File: config.mk
export PLATFORM = sky130hd
export DESIGN_NAME = quicksort_engine_top
export DESIGN_NICKNAME = d
export VERILOG_FILES = /design/src/sv/qse_pkg.sv /design/src/sv/qse_ram.sv /design/src/sv/qse_key_cmp.sv /design/src/sv/qse_range_stack.sv /design/src/sv/quicksort_engine_top.sv
export SDC_FILE = /design/constraint.sdc
export NUM_CORES = 2
export LEC_CHECK = 0
export BUFFER_PORTS_ARGS = -buffer_cell sky130_fd_sc_hd__buf_2
export CORE_UTILIZATION = 30
export CTS_CLUSTER_DIAMETER = 200
export CTS_CLUSTER_SIZE = 10
export DETAILED_ROUTE_END_ITERATION = 10
export HOLD_SLACK_MARGIN = 0.08
export PLACE_DENSITY = 0.41
export SYNTH_ARGS = -nofsm -noshare
export SYNTH_HDL_FRONTEND = slang
export SYNTH_SLANG_ARGS = --single-unit
File: constraint.sdc
create_clock -name clk -period 7.14 [get_ports clk]
set_input_delay 0.714 -clock clk [delete_from_list [all_inputs] [get_ports clk]]
set_output_delay 0.714 -clock clk [all_outputs]
set_load 0.05 [all_outputs]
File: src/sv/qse_pkg.sv
// ----------------------------------------------------------------------------
// qse_pkg
// Shared types and constants of the quicksort engine: beat payloads, the
// range stack control group and the default store depth.
// ----------------------------------------------------------------------------
package qse_pkg;

    localparam int VALUE_W   = 32;
    localparam int QSE_DEPTH = 64;

    typedef struct packed {
        logic signed [VALUE_W-1:0] value;
        logic                      is_last;
    } item_t;

    typedef struct packed {
        logic signed [VALUE_W-1:0] sorted_value;
        logic                      end_of_run;
        logic                      overflowed;
    } result_t;

    typedef struct packed {
        logic push;
        logic pop;
    } stk_ctrl_t;

endpackage

File: src/sv/qse_ram.sv
// ----------------------------------------------------------------------------
// qse_ram
// Generic single write port, single read port RAM with registered read data.
// ----------------------------------------------------------------------------
module qse_ram #(
    parameter int WIDTH = 32,
    parameter int DEPTH = 64
) (
    input  logic                     clk,
    input  logic                     we,
    input  logic [$clog2(DEPTH)-1:0] waddr,
    input  logic [WIDTH-1:0]         wdata,
    input  logic [$clog2(DEPTH)-1:0] raddr,
    output logic [WIDTH-1:0]         rdata
);

    logic [WIDTH-1:0] mem [DEPTH];

    always_ff @(posedge clk)
    begin
        if (we)
        begin
            mem[waddr] <= wdata;
        end
        rdata <= mem[raddr];
    end

endmodule

File: src/sv/qse_key_cmp.sv
// ----------------------------------------------------------------------------
// qse_key_cmp
// Shared compare unit: tells whether a stored value sits at or below the pivot
// in signed order.
// ----------------------------------------------------------------------------
module qse_key_cmp
    import qse_pkg::*;
(
    input  logic [VALUE_W-1:0] value,
    input  logic [VALUE_W-1:0] pivot,
    output logic               le
);

    logic [VALUE_W-1:0] value_key;
    logic [VALUE_W-1:0] pivot_key;

    // flip the sign bit so that unsigned order follows signed order
    assign value_key = value ^ {1'b1, {(VALUE_W-1){1'b0}}};
    assign pivot_key = pivot ^ {1'b1, {(VALUE_W-1){1'b0}}};
    assign le        = (value_key <= pivot_key);

endmodule

File: src/sv/qse_range_stack.sv
// ----------------------------------------------------------------------------
// qse_range_stack
// Stack of pending subranges (low and high index) for the partition loop.
// ----------------------------------------------------------------------------
module qse_range_stack
    import qse_pkg::*;
#(
    parameter int DEPTH = QSE_DEPTH
) (
    input  logic                     clk,
    input  logic                     rst_n,
    input  stk_ctrl_t                ctrl,
    input  logic [$clog2(DEPTH)-1:0] push_lo,
    input  logic [$clog2(DEPTH)-1:0] push_hi,
    output logic [$clog2(DEPTH)-1:0] top_lo,
    output logic [$clog2(DEPTH)-1:0] top_hi,
    output logic                     empty
);

    localparam int AW        = $clog2(DEPTH);
    // smaller side first keeps at most log2(DEPTH) ranges pending
    localparam int STK_DEPTH = AW + 1;
    localparam int IW        = $clog2(STK_DEPTH);
    localparam int SPW       = $clog2(STK_DEPTH + 1);

    logic [AW-1:0]  lo_mem [STK_DEPTH];
    logic [AW-1:0]  hi_mem [STK_DEPTH];
    logic [SPW-1:0] sp_reg;
    logic [SPW-1:0] sp_next;
    logic [SPW-1:0] sp_dec;
    logic           full;

    assign sp_dec = sp_reg - SPW'(1);
    assign full   = (sp_reg == SPW'(STK_DEPTH));
    assign empty  = (sp_reg == '0);
    assign top_lo = lo_mem[sp_dec[IW-1:0]];
    assign top_hi = hi_mem[sp_dec[IW-1:0]];

    always_comb
    begin
        sp_next = sp_reg;
        if (ctrl.push && !full)
        begin
            sp_next = sp_reg + SPW'(1);
        end
        else if (ctrl.pop && !empty)
        begin
            sp_next = sp_dec;
        end
    end

    always_ff @(posedge clk or negedge rst_n)
    begin
        if (!rst_n)
        begin
            sp_reg <= '0;
        end
        else
        begin
            sp_reg <= sp_next;
        end
    end

    always_ff @(posedge clk)
    begin
        if (ctrl.push && !full)
        begin
            lo_mem[sp_reg[IW-1:0]] <= push_lo;
            hi_mem[sp_reg[IW-1:0]] <= push_hi;
        end
    end

endmodule

File: src/sv/quicksort_engine_top.sv
// ----------------------------------------------------------------------------
// quicksort_engine_top
// Collects signed values into a store, sorts them in place by quicksort and
// streams them back in ascending order.
// ----------------------------------------------------------------------------
// Values arrive one per beat and are written to a DEPTH-entry RAM, one beat
// per cycle while loading; values beyond DEPTH are dropped and every result
// of that set then carries overflowed. The beat with is_last starts the sort,
// during which item_stall stays high. Each partition takes its first element
// as pivot: the pivot is read, then each forward or backward scan step is one
// RAM read compared by the shared compare unit against the pivot, each swap
// writes both values back and the pivot is placed in its final slot before
// the range bookkeeping. Emitting is slowed only by result_stall.
// Subranges still to be sorted sit on a small stack; the smaller side is
// always worked first so it never holds more than log2(DEPTH) ranges.
// ----------------------------------------------------------------------------
module quicksort_engine_top
    import qse_pkg::*;
#(
    parameter int DEPTH = QSE_DEPTH
) (
    input  logic    clk,
    input  logic    rst_n,
    input  logic    item_valid,
    output logic    item_stall,
    input  item_t   item,
    output logic    result_valid,
    input  logic    result_stall,
    output result_t result
);

    localparam int AW = $clog2(DEPTH);
    localparam int CW = $clog2(DEPTH + 1);

    // sequencer states
    localparam logic [3:0] S_LOAD   = 4'd0;
    localparam logic [3:0] S_PIV    = 4'd1;
    localparam logic [3:0] S_PIVCAP = 4'd2;
    localparam logic [3:0] S_ISCAN  = 4'd3;
    localparam logic [3:0] S_JSCAN  = 4'd4;
    localparam logic [3:0] S_DECIDE = 4'd5;
    localparam logic [3:0] S_SW1    = 4'd6;
    localparam logic [3:0] S_SW2    = 4'd7;
    localparam logic [3:0] S_FIN1   = 4'd8;
    localparam logic [3:0] S_FIN2   = 4'd9;
    localparam logic [3:0] S_NEXT   = 4'd10;
    localparam logic [3:0] S_ERD    = 4'd11;
    localparam logic [3:0] S_EOUT   = 4'd12;

    logic [3:0]         state_reg, state_next;
    logic [CW-1:0]      count_reg, count_next;
    logic               drop_reg, drop_next;
    logic [AW-1:0]      lo_reg, lo_next;
    logic [AW-1:0]      hi_reg, hi_next;
    logic [AW-1:0]      i_reg, i_next;
    logic [AW-1:0]      j_reg, j_next;
    logic [AW-1:0]      k_reg, k_next;
    logic [VALUE_W-1:0] pivot_reg, pivot_next;
    logic [VALUE_W-1:0] vi_reg, vi_next;
    logic [VALUE_W-1:0] vj_reg, vj_next;
    logic               out_valid_reg, out_valid_next;
    result_t            out_reg, out_next;

    // ram port
    logic               ram_we;
    logic [AW-1:0]      ram_waddr;
    logic [VALUE_W-1:0] ram_wdata;
    logic [AW-1:0]      ram_raddr;
    logic [VALUE_W-1:0] ram_rdata;

    // range stack
    stk_ctrl_t          stk_ctrl;
    logic [AW-1:0]      stk_push_lo;
    logic [AW-1:0]      stk_push_hi;
    logic [AW-1:0]      stk_top_lo;
    logic [AW-1:0]      stk_top_hi;
    logic               stk_empty;

    // helpers
    logic               le;
    logic               item_take;
    logic               has_room;
    logic               slot_free;
    logic [AW-1:0]      i_inc;
    logic [AW-1:0]      j_inc;
    logic [AW-1:0]      j_dec;
    logic [AW-1:0]      k_inc;
    logic [CW-1:0]      k_count;
    logic [AW-1:0]      left_len;
    logic [AW-1:0]      right_len;
    logic               left_ok;
    logic               right_ok;

    qse_ram #(
        .WIDTH (VALUE_W),
        .DEPTH (DEPTH)
    ) u_store (
        .clk   (clk),
        .we    (ram_we),
        .waddr (ram_waddr),
        .wdata (ram_wdata),
        .raddr (ram_raddr),
        .rdata (ram_rdata)
    );

    qse_key_cmp u_cmp (
        .value (ram_rdata),
        .pivot (pivot_reg),
        .le    (le)
    );

    qse_range_stack #(
        .DEPTH (DEPTH)
    ) u_stack (
        .clk     (clk),
        .rst_n   (rst_n),
        .ctrl    (stk_ctrl),
        .push_lo (stk_push_lo),
        .push_hi (stk_push_hi),
        .top_lo  (stk_top_lo),
        .top_hi  (stk_top_hi),
        .empty   (stk_empty)
    );

    assign item_stall   = (state_reg != S_LOAD);
    assign item_take    = item_valid && !item_stall;
    assign has_room     = (count_reg < CW'(DEPTH));
    assign result_valid = out_valid_reg;
    assign result       = out_reg;
    // output register can take a new beat this cycle
    assign slot_free    = !out_valid_reg || !result_stall;

    assign i_inc     = i_reg + AW'(1);
    assign j_inc     = j_reg + AW'(1);
    assign j_dec     = j_reg - AW'(1);
    assign k_inc     = k_reg + AW'(1);
    assign k_count   = CW'(k_reg) + CW'(1);
    assign left_len  = j_reg - lo_reg;
    assign right_len = hi_reg - j_reg;
    assign left_ok   = (left_len > AW'(1));
    assign right_ok  = (right_len > AW'(1));

    always_comb
    begin
        state_next     = state_reg;
        count_next     = count_reg;
        drop_next      = drop_reg;
        lo_next        = lo_reg;
        hi_next        = hi_reg;
        i_next         = i_reg;
        j_next         = j_reg;
        k_next         = k_reg;
        pivot_next     = pivot_reg;
        vi_next        = vi_reg;
        vj_next        = vj_reg;
        out_valid_next = out_valid_reg && result_stall;
        out_next       = out_reg;
        ram_we         = 1'b0;
        ram_waddr      = count_reg[AW-1:0];
        ram_wdata      = item.value;
        ram_raddr      = lo_reg;
        stk_ctrl       = '0;
        stk_push_lo    = lo_reg;
        stk_push_hi    = hi_reg;

        unique case (state_reg)
            S_LOAD:
            begin
                if (item_take)
                begin
                    if (has_room)
                    begin
                        ram_we     = 1'b1;
                        count_next = count_reg + CW'(1);
                    end
                    else
                    begin
                        drop_next = 1'b1;
                    end
                    if (item.is_last)
                    begin
                        lo_next = '0;
                        k_next  = '0;
                        hi_next = has_room ? count_reg[AW-1:0] : AW'(DEPTH - 1);
                        // a single value needs no sorting
                        state_next = (count_reg == '0) ? S_ERD : S_PIV;
                    end
                end
            end

            S_PIV:
            begin
                ram_raddr  = lo_reg;
                state_next = S_PIVCAP;
            end

            S_PIVCAP:
            begin
                pivot_next = ram_rdata;
                i_next     = lo_reg;
                j_next     = hi_reg;
                ram_raddr  = lo_reg;
                state_next = S_ISCAN;
            end

            // forward scan: pass values not above the pivot
            S_ISCAN:
            begin
                if (le && (i_inc != hi_reg))
                begin
                    i_next    = i_inc;
                    ram_raddr = i_inc;
                end
                else
                begin
                    if (le)
                    begin
                        i_next = hi_reg;
                    end
                    else
                    begin
                        vi_next = ram_rdata;
                    end
                    ram_raddr  = j_reg;
                    state_next = S_JSCAN;
                end
            end

            // backward scan: pass values above the pivot
            S_JSCAN:
            begin
                ram_raddr = j_dec;
                if (!le && (j_dec != lo_reg))
                begin
                    j_next = j_dec;
                end
                else
                begin
                    if (!le)
                    begin
                        j_next = lo_reg;
                    end
                    else
                    begin
                        vj_next = ram_rdata;
                    end
                    state_next = S_DECIDE;
                end
            end

            S_DECIDE:
            begin
                state_next = (i_reg < j_reg) ? S_SW1 : S_FIN1;
            end

            S_SW1:
            begin
                ram_we     = 1'b1;
                ram_waddr  = i_reg;
                ram_wdata  = vj_reg;
                state_next = S_SW2;
            end

            S_SW2:
            begin
                ram_we     = 1'b1;
                ram_waddr  = j_reg;
                ram_wdata  = vi_reg;
                ram_raddr  = i_reg;
                state_next = S_ISCAN;
            end

            // pivot into its final slot
            S_FIN1:
            begin
                ram_we     = 1'b1;
                ram_waddr  = j_reg;
                ram_wdata  = pivot_reg;
                state_next = S_FIN2;
            end

            S_FIN2:
            begin
                ram_we     = 1'b1;
                ram_waddr  = lo_reg;
                ram_wdata  = (j_reg == lo_reg) ? pivot_reg : vj_reg;
                state_next = S_NEXT;
            end

            // next range: smaller side now, larger stacked; else pop or emit
            S_NEXT:
            begin
                state_next = S_PIV;
                priority if (left_ok && right_ok)
                begin
                    stk_ctrl.push = 1'b1;
                    if (left_len < right_len)
                    begin
                        stk_push_lo = j_inc;
                        stk_push_hi = hi_reg;
                        hi_next     = j_dec;
                    end
                    else
                    begin
                        stk_push_lo = lo_reg;
                        stk_push_hi = j_dec;
                        lo_next     = j_inc;
                    end
                end
                else if (left_ok)
                begin
                    hi_next = j_dec;
                end
                else if (right_ok)
                begin
                    lo_next = j_inc;
                end
                else if (!stk_empty)
                begin
                    stk_ctrl.pop = 1'b1;
                    lo_next      = stk_top_lo;
                    hi_next      = stk_top_hi;
                end
                else
                begin
                    k_next     = '0;
                    state_next = S_ERD;
                end
            end

            S_ERD:
            begin
                ram_raddr  = k_reg;
                state_next = S_EOUT;
            end

            // stream the store out; read data holds while the output is full
            S_EOUT:
            begin
                ram_raddr = k_reg;
                if (slot_free)
                begin
                    out_valid_next        = 1'b1;
                    out_next.sorted_value = ram_rdata;
                    out_next.end_of_run   = (k_count == count_reg);
                    out_next.overflowed   = drop_reg;
                    ram_raddr             = k_inc;
                    if (k_count == count_reg)
                    begin
                        count_next = '0;
                        drop_next  = 1'b0;
                        state_next = S_LOAD;
                    end
                    else
                    begin
                        k_next = k_inc;
                    end
                end
            end

            default:
            begin
                state_next = S_LOAD;
            end
        endcase
    end

    always_ff @(posedge clk or negedge rst_n)
    begin
        if (!rst_n)
        begin
            state_reg     <= S_LOAD;
            count_reg     <= '0;
            drop_reg      <= 1'b0;
            out_valid_reg <= 1'b0;
        end
        else
        begin
            state_reg     <= state_next;
            count_reg     <= count_next;
            drop_reg      <= drop_next;
            out_valid_reg <= out_valid_next;
        end
    end

    always_ff @(posedge clk)
    begin
        lo_reg    <= lo_next;
        hi_reg    <= hi_next;
        i_reg     <= i_next;
        j_reg     <= j_next;
        k_reg     <= k_next;
        pivot_reg <= pivot_next;
        vi_reg    <= vi_next;
        vj_reg    <= vj_next;
        out_reg   <= out_next;
    end

endmodule

* Word-level counts from Yosys, hierarchy flattened
Memory sizes are Yosys's and may differ from the RTL's. A register that Yosys moved wholly into a read port is not among the register bits. Index checks and enable logic that the tools add are counted. W data, S select, Z words.
Word-level totals: output and inout bits 36, RAM bits 2132, input bits 37, bits in registers 176, memories kept 3, word-level logic and storage cells 198
Memories:
- u_store.mem | depth 64, bits a word 32, rd ports 1, clocked after memory_dff 1, write ports 1, line qse_ram.sv:17 | logic [WIDTH-1:0] mem [DEPTH];
- u_stack.hi_mem | depth 7, bits a word 6, rd ports 1, clocked after memory_dff 0, write ports 1, line qse_range_stack.sv:27 | logic [AW-1:0] hi_mem [STK_DEPTH];
- u_stack.lo_mem | depth 7, bits a word 6, rd ports 1, clocked after memory_dff 0, write ports 1, line qse_range_stack.sv:26 | logic [AW-1:0] lo_mem [STK_DEPTH];
Operators by class: equal/unequal tests 38, multiplexer cells 82, reduce and logical (&&, ||, !) cells 38, bitwise operators 5, $lt $le $gt $ge 6, $add $sub $neg 10
Operators with widths (number):
- $mux W6 | 33
- $pmux W32 S4 | 1
- $mux W4 | 12
- $pmux W4 S12 | 1
- $pmux W6 S2 | 4
- $pmux W6 S3 | 2
- $le A32 B32 Y1 | 1
- $mux W32 | 1
- $pmux W6 S5 | 1
- $mux W7 | 4
- $ne A2 B2 Y1 const B | 13
- $eq A4 B4 Y1 const B | 5
- $add A6 B1 Y6 const B | 3
- $reduce_and A6 Y1 | 3
- $mux W1 | 17
- $eq A4 B3 Y1 const B | 4
- $ne A3 B3 Y1 const B | 5
- $pmux W7 S2 | 1
- $gt A6 B1 Y1 const B | 2
- $lt A6 B6 Y1 | 2
- $ne A4 B4 Y1 const B | 3
- $ne A6 B6 Y1 | 2
- $sub A6 B6 Y6 | 2
- $reduce_and A5 Y1 | 2
- 29 further kinds | 55

* Longest topological paths before layout
word-level depth 9, gate-level depth with buffers 19, depth with buffers taken out 15

* Hierarchy
From an unflattened synthesis, not the netlist that was laid out.
Second synthesis, totals: cell total of the unflattened synthesis 4433, area total of the unflattened synthesis 92160.9 µm²
Modules (own cells, without submodules):
- qse_ram | instances 1, seq. area each 62139.6 µm², area each 78502.8 µm², cells an instance 3323
- quicksort_engine_top | instances 1, seq. area each 5129.9 µm², area each 9232.6 µm², cells an instance 820
- qse_range_stack | instances 1, seq. area each 2597.5 µm², area each 3609.7 µm², cells an instance 175
- qse_key_cmp | instances 1, seq. area each 0.0 µm², area each 815.8 µm², cells an instance 115

* Least setup slack after synthesis
No wires, ideal clock.
path kind flip-flop to flip-flop, start point register j_reg[0], end point memory u_stack.hi_mem[0][0] (netlist bit), enable pin, required time 6.728 ns, path slack 2.691 ns, setup time 0.412 ns, clock period less this slack 4.449 ns, path buffers 2, data arrival time 4.036 ns, stages on the path, launching flop included 16, cells stage by stage edfxtp_1 clkbuf_1 inv_1 ha_1 inv_1 fa_1 a21o_1 a21oi_1 xor2_1 inv_1 or4_1 nor2_1 or3_1 or2_2 clkbuf_1 nor4_1
Between the ends: cells in the longest elaborated chain, start to end 8, elaborated cells on any way between the ends 10, those cells by class add/sub (2); order compare (2); mux (4); reduce/logical (2)
RTL lines:
- from (decl) | line quicksort_engine_top.sv:56 | logic [AW-1:0] j_reg, j_next;
- from (signal assigned) | line quicksort_engine_top.sv:391 | j_reg <= j_next;
- $sub A6 B6 Y6, on equally long branches | line quicksort_engine_top.sv:138, quicksort_engine_top.sv:139
- $gt A6 B1 Y1, on equally long branches | line quicksort_engine_top.sv:140, quicksort_engine_top.sv:141
- $logic_and A1 B1 Y1 * | line quicksort_engine_top.sv:294 | priority if (left_ok && right_ok)
- $mux W1 * | line quicksort_engine_top.sv:294
- $mux W2 * | line quicksort_engine_top.sv:166 | unique case (state_reg)
- $logic_and A1 B1 Y1 * | line qse_range_stack.sv:66 | if (ctrl.push && !full)
- $mux W1 * | line qse_range_stack.sv:66
- $mux W1 (not written as such) * | line qse_range_stack.sv:69 | hi_mem[sp_reg[IW-1:0]] <= push_hi;
- to (decl) | line qse_range_stack.sv:27
Mark *: on every way between the ends. The rest lies on a longest branch, timed or not.

* Final worst setup path
start point register u_store.rdata[28] (read register of u_store.mem), end point register u_store.rdata[13] (read register of u_store.mem)
Between the ends: cells in the longest elaborated chain, start to end 4
RTL lines:
- from (decl) | line qse_ram.sv:14 | output logic [WIDTH-1:0] rdata
- $le A32 B32 Y1 | line qse_key_cmp.sv:20 | assign le = (value_key <= pivot_key);
- $logic_and A1 B1 Y1 | line quicksort_engine_top.sv:209 | if (le && (i_inc != hi_reg))
- $mux W6 | line quicksort_engine_top.sv:209
- $pmux W6 S5 | line quicksort_engine_top.sv:166
Every way passes these cells. A chain may end at the register's enable or synchronous reset.

==> summary.txt <==
==================================================================================================
Status .............................................................................. finished, violations left
Violations in the final reports ..................................................... capacitance limit, slew limit
Hold Violations, Final ..............................................................            0
Synthesis Warnings ..................................................................            0
Std-Cell Core Area .................................................................. 315200 sq um
Final Hold Slack ....................................................................    0.1558 ns
Combined area of the multi-input logic cells ........................................  24060 sq um
Max Clock Skew ......................................................................   0.05531 ns
Max FFs per register ................................................................         2048
Area grow syn2layout ................................................................       15.92%
CTS H-tree depth ....................................................................            5
DIE AREA ............................................................................ 319400 sq um
Final routed wirelength across all metal layers ..................................... 345100 microns
Fill count ..........................................................................        30180
Peak per-stage delay on the critical path ...........................................      1.20 ns
Vias in the first global route ......................................................        56800
Prevailing post-synth register cell .................................................     edfxtp_1
Setup TNS ...........................................................................         0 ns
Via-to-Cell Ratio ...................................................................        5.365
Shortest clock period the worst path allows after layout ............................     6.904 ns
Kind of path behind the tightest hold check ......................................... input port to flip-flop
Max Fanout on Critical Path .........................................................           11
Area after DPL ...................................................................... 102800 sq um
Share of cells above drive strength 1 ...............................................       13.88%
Maximum vdd ir drop .................................................................  0.0004234 V
Critical Path Source Type ...........................................................    flip-flop
Leakage power .......................................................................     36.90 nW
Reg area ............................................................................  69870 sq um
Setup-failing EPs final .............................................................            0
Pin count of the biggest net entering global routing ................................           96
Flops & latches, synth ..............................................................         2340
Chain of cells forming the critical path ............................................ ha_1, nand4_2, nor4_2, nand2b_1, a31oi_2, nor3_1, buf_4, a211oi_2, nand3_1, nor2_1, o21ai_0, o211ai_1, or4_1
Congestion Overflow GR ..............................................................            0
CTS tree ............................................................................        built
Total vias in the final route .......................................................        58910
Maximum frequency from static timing analysis .......................................    144.9 MHz
Req. time, crit path ................................................................      7.88 ns
Count of boundary I/O pins ..........................................................           73
Clock latency on the worst-skew pair ................................................      0.87 ns
Mapped cell area ....................................................................  95140 sq um
Max Cap Viol ........................................................................            2
Post-Syn Nets .......................................................................         6574
Type of element capturing the critical path .........................................    flip-flop
DRC Markers .........................................................................            0
Initial antenna violation count .....................................................           32
Site row count ......................................................................          206
CTS Root Buffer Type ................................................................    clkbuf_16
Post-route antenna net violation count ..............................................            0
Worst slew slack as a fraction of its limit .........................................     -0.3138%
Iter 0 DRT Violations ...............................................................         6609
Setup Crit Path Kind ................................................................ flip-flop to flip-flop
Max-slew violation count ............................................................            9
Clock transition time at the flip-flop clock pins of the worst setup and hold paths .      0.06 ns
Syn avg cell area ...................................................................  14.70 sq um
Share of the cycle needed by the critical path after routing ........................       96.69%
Final Cell Area ..................................................................... 110300 sq um
TritonCTS buffer count ..............................................................          275
Drt pass-1 iters ....................................................................            6
Pwr per Cell Area ................................................................... 522.1 nW/um^2
Share of synthesized area occupied by flip-flops and latches ........................       73.44%
Number of input and output port buffers inserted ....................................           72
Synthesized instance count ..........................................................         6473
Net count, final ....................................................................         6847
Die outline height .................................................................. 565.1 microns
Crit path DAT .......................................................................      7.64 ns
Global placement routability congestion .............................................       0.8494
Count of cell types in the netlist ..................................................           89
Async SR Flop Fraction ..............................................................      0.6838%
Top register by number of flip-flops ................................................  u_store.mem
Total Routing Usage GR ..............................................................       21.21%
Slew at the pin closest to its max-slew limit .......................................     1.502 ns
Critical Path Slowest Stage Cell ....................................................     a211oi_2
Chip width .......................................................................... 565.1 microns
Setup repair after global routing missed its margin .................................           no
Starting density of the core ........................................................       30.18%
Worst slack after detailed placement ................................................    0.4440 ns
Global-route wire length before repair .............................................. 476100 microns
Setup slack after layout ............................................................    0.2365 ns
Sum of net half-perimeters after detailed placement ................................. 207600 microns
Clock Sink Count ....................................................................         2340
Mean routed wirelength per cell ..................................................... 31.43 microns
Count of flip-flops with a built-in enable after synthesis ..........................         2292
Clock tree buffer depth .............................................................            4
==================================================================================================
==> worst max-delay path, delay by kind of cell, from the launching register on <==
kind                       cells  cell delay (ns)
AOI/OAI and AO/OA              4             2.20
adders and majority gates      1             0.35
buffers and inverters          1             0.21
DFF                            1             0.43
and+or+nand+nor                7             3.52
==> cells in the final DEF (no fill, tap or decap), types with 33 or more instances in the layout <==
cell | Yosys | layout
nand4_1 | 73 | 73
buf_12 | 4 | 52
a21oi_4 | 0 | 33
buf_2 | 123 | 72
clkbuf_1 | 174 | 44
edfxtp_1 | 2292 | 2292
a31oi_1 | 78 | 78
nand3_1 | 450 | 450
ha_1 | 62 | 62
a211oi_1 | 145 | 144
a221oi_1 | 48 | 48
o21ai_0 | 170 | 170
mux2i_1 | 390 | 390
and3_1 | 139 | 139
a32oi_1 | 42 | 42
nor2_4 | 0 | 69
inv_1 | 70 | 70
a311oi_1 | 42 | 42
clkbuf_16 | 0 | 283
buf_4 | 27 | 270
o22ai_1 | 38 | 38
mux4_2 | 73 | 73
nor2_1 | 229 | 154
a21oi_1 | 180 | 147
nand2_1 | 1112 | 1111
==> where the power goes <==
group / leakage (nW) / total, mW / switching [mW] / internal, mW
clock network: 3.62 / 12.5 / 5.40 / 7.09
registers: 21.1 / 18.3 / 0.475 / 17.8
logic: 12.2 / 26.8 / 19.4 / 7.36
==> path summary, 6_finish.rpt <==
kind | from | endpoint | slack [ns] | cells after the start
setup / recovery | u_store.rdata[28] | u_store.rdata[13] | 0.24 | 13
hold / removal | result_stall | result_valid | 0.16 | 3
setup reg to reg | u_store.rdata[28] | u_store.rdata[13] | 0.24 | 13
hold reg to reg | u_store.rdata[2] | result[4] | 0.51 | 0
max in group asynchronous | rst_n | u_stack.sp_reg[0] | 6.52 | 2
min in group asynchronous | rst_n | u_stack.sp_reg[2] | 0.31 | 2
==> stage by stage <==
step                      std cells  utilization [%]  power [mW]
final                         10980            34.99       57.58
after global routing          10970            34.98       59.81
after CTS                     10970            34.98       57.92
after detailed placement      10630            32.62       45.36
after global placement        10630            32.62       45.35
after floorplan                6473                -       32.52
==> layer usage <==
layer | part of all wire (%) | track usage, %
met1 | 46 | 30.38
met2 | 47 | 34.45
met3 | 5.9 | 2.992
met4 | 1.5 | 3.764
met5 | 0.0075 | 0
==> cell families after synthesis <==
group                    after synthesis  synth area share, %
AO/OA/AOI/OAI                        928                6.660
XOR/XNOR                              46               0.4379
adder cells (fa/ha/maj)               64               0.8575
buffers and inverters                469                2.409
flip-flops                          2340                73.44
multiplexers                         490                6.230
AND/OR/NAND/NOR                     2136                9.970
==> Yosys cell counts (all sizes together), types with 8 or more instances <==
library cell,number,area (sq um)
clkbuf,175,658.1
o21a,9,67.56
xnor2,26,227.7
nand3,450,2252
a311oi,42,367.9
o211ai,24,180.2
nand4,75,481.7
nand2,1112,4174
nor3,34,170.2
a21o,13,97.59
a21oi,180,900.9
a211oi,146,1101
nor2b,13,81.33
a221o,10,100.1
o22a,12,105.1
mux4,78,1775
a31oi,79,500.5
buf,224,1371
o21ai,174,870.8
mux2i,390,3904
or3,9,56.30
mux2,22,247.7
nor2,233,884.6
or4,17,127.6
o2111ai,8,76.32
a221oi,48,420.4
inv,70,262.8
xor2,19,166.4
edfxtp,2292,68830
a32oi,42,367.9
ha,62,775.7
o31ai,9,86.33
dfrtp,16,400.4
and3,139,869.6
o22ai,38,237.7
nor4,15,112.6
a22oi,29,222.7
nand2b,16,100.1
dfxtp,32,640.6
==> final cells by class <==
cell class | instances | area share, %
clock buffers | 327 | 6.571
well taps | 4160 | 4.720
repair buffers | 395 | 3.118
multi-input cells | 3664 | 21.81
clock inverters | 11 | 0.1611
inverters | 70 | 0.2382
flip-flops and latches | 2340 | 63.35
diodes | 12 | 0.02723
==> repair_timing <==
item	4_1_cts	5_1_grt
endpoints found under the hold margin	16	0
resized for setup	0	0
buffers inserted	0	0
hold buffers	1	0
Note: power is estimated with default switching activity, not from simulation.
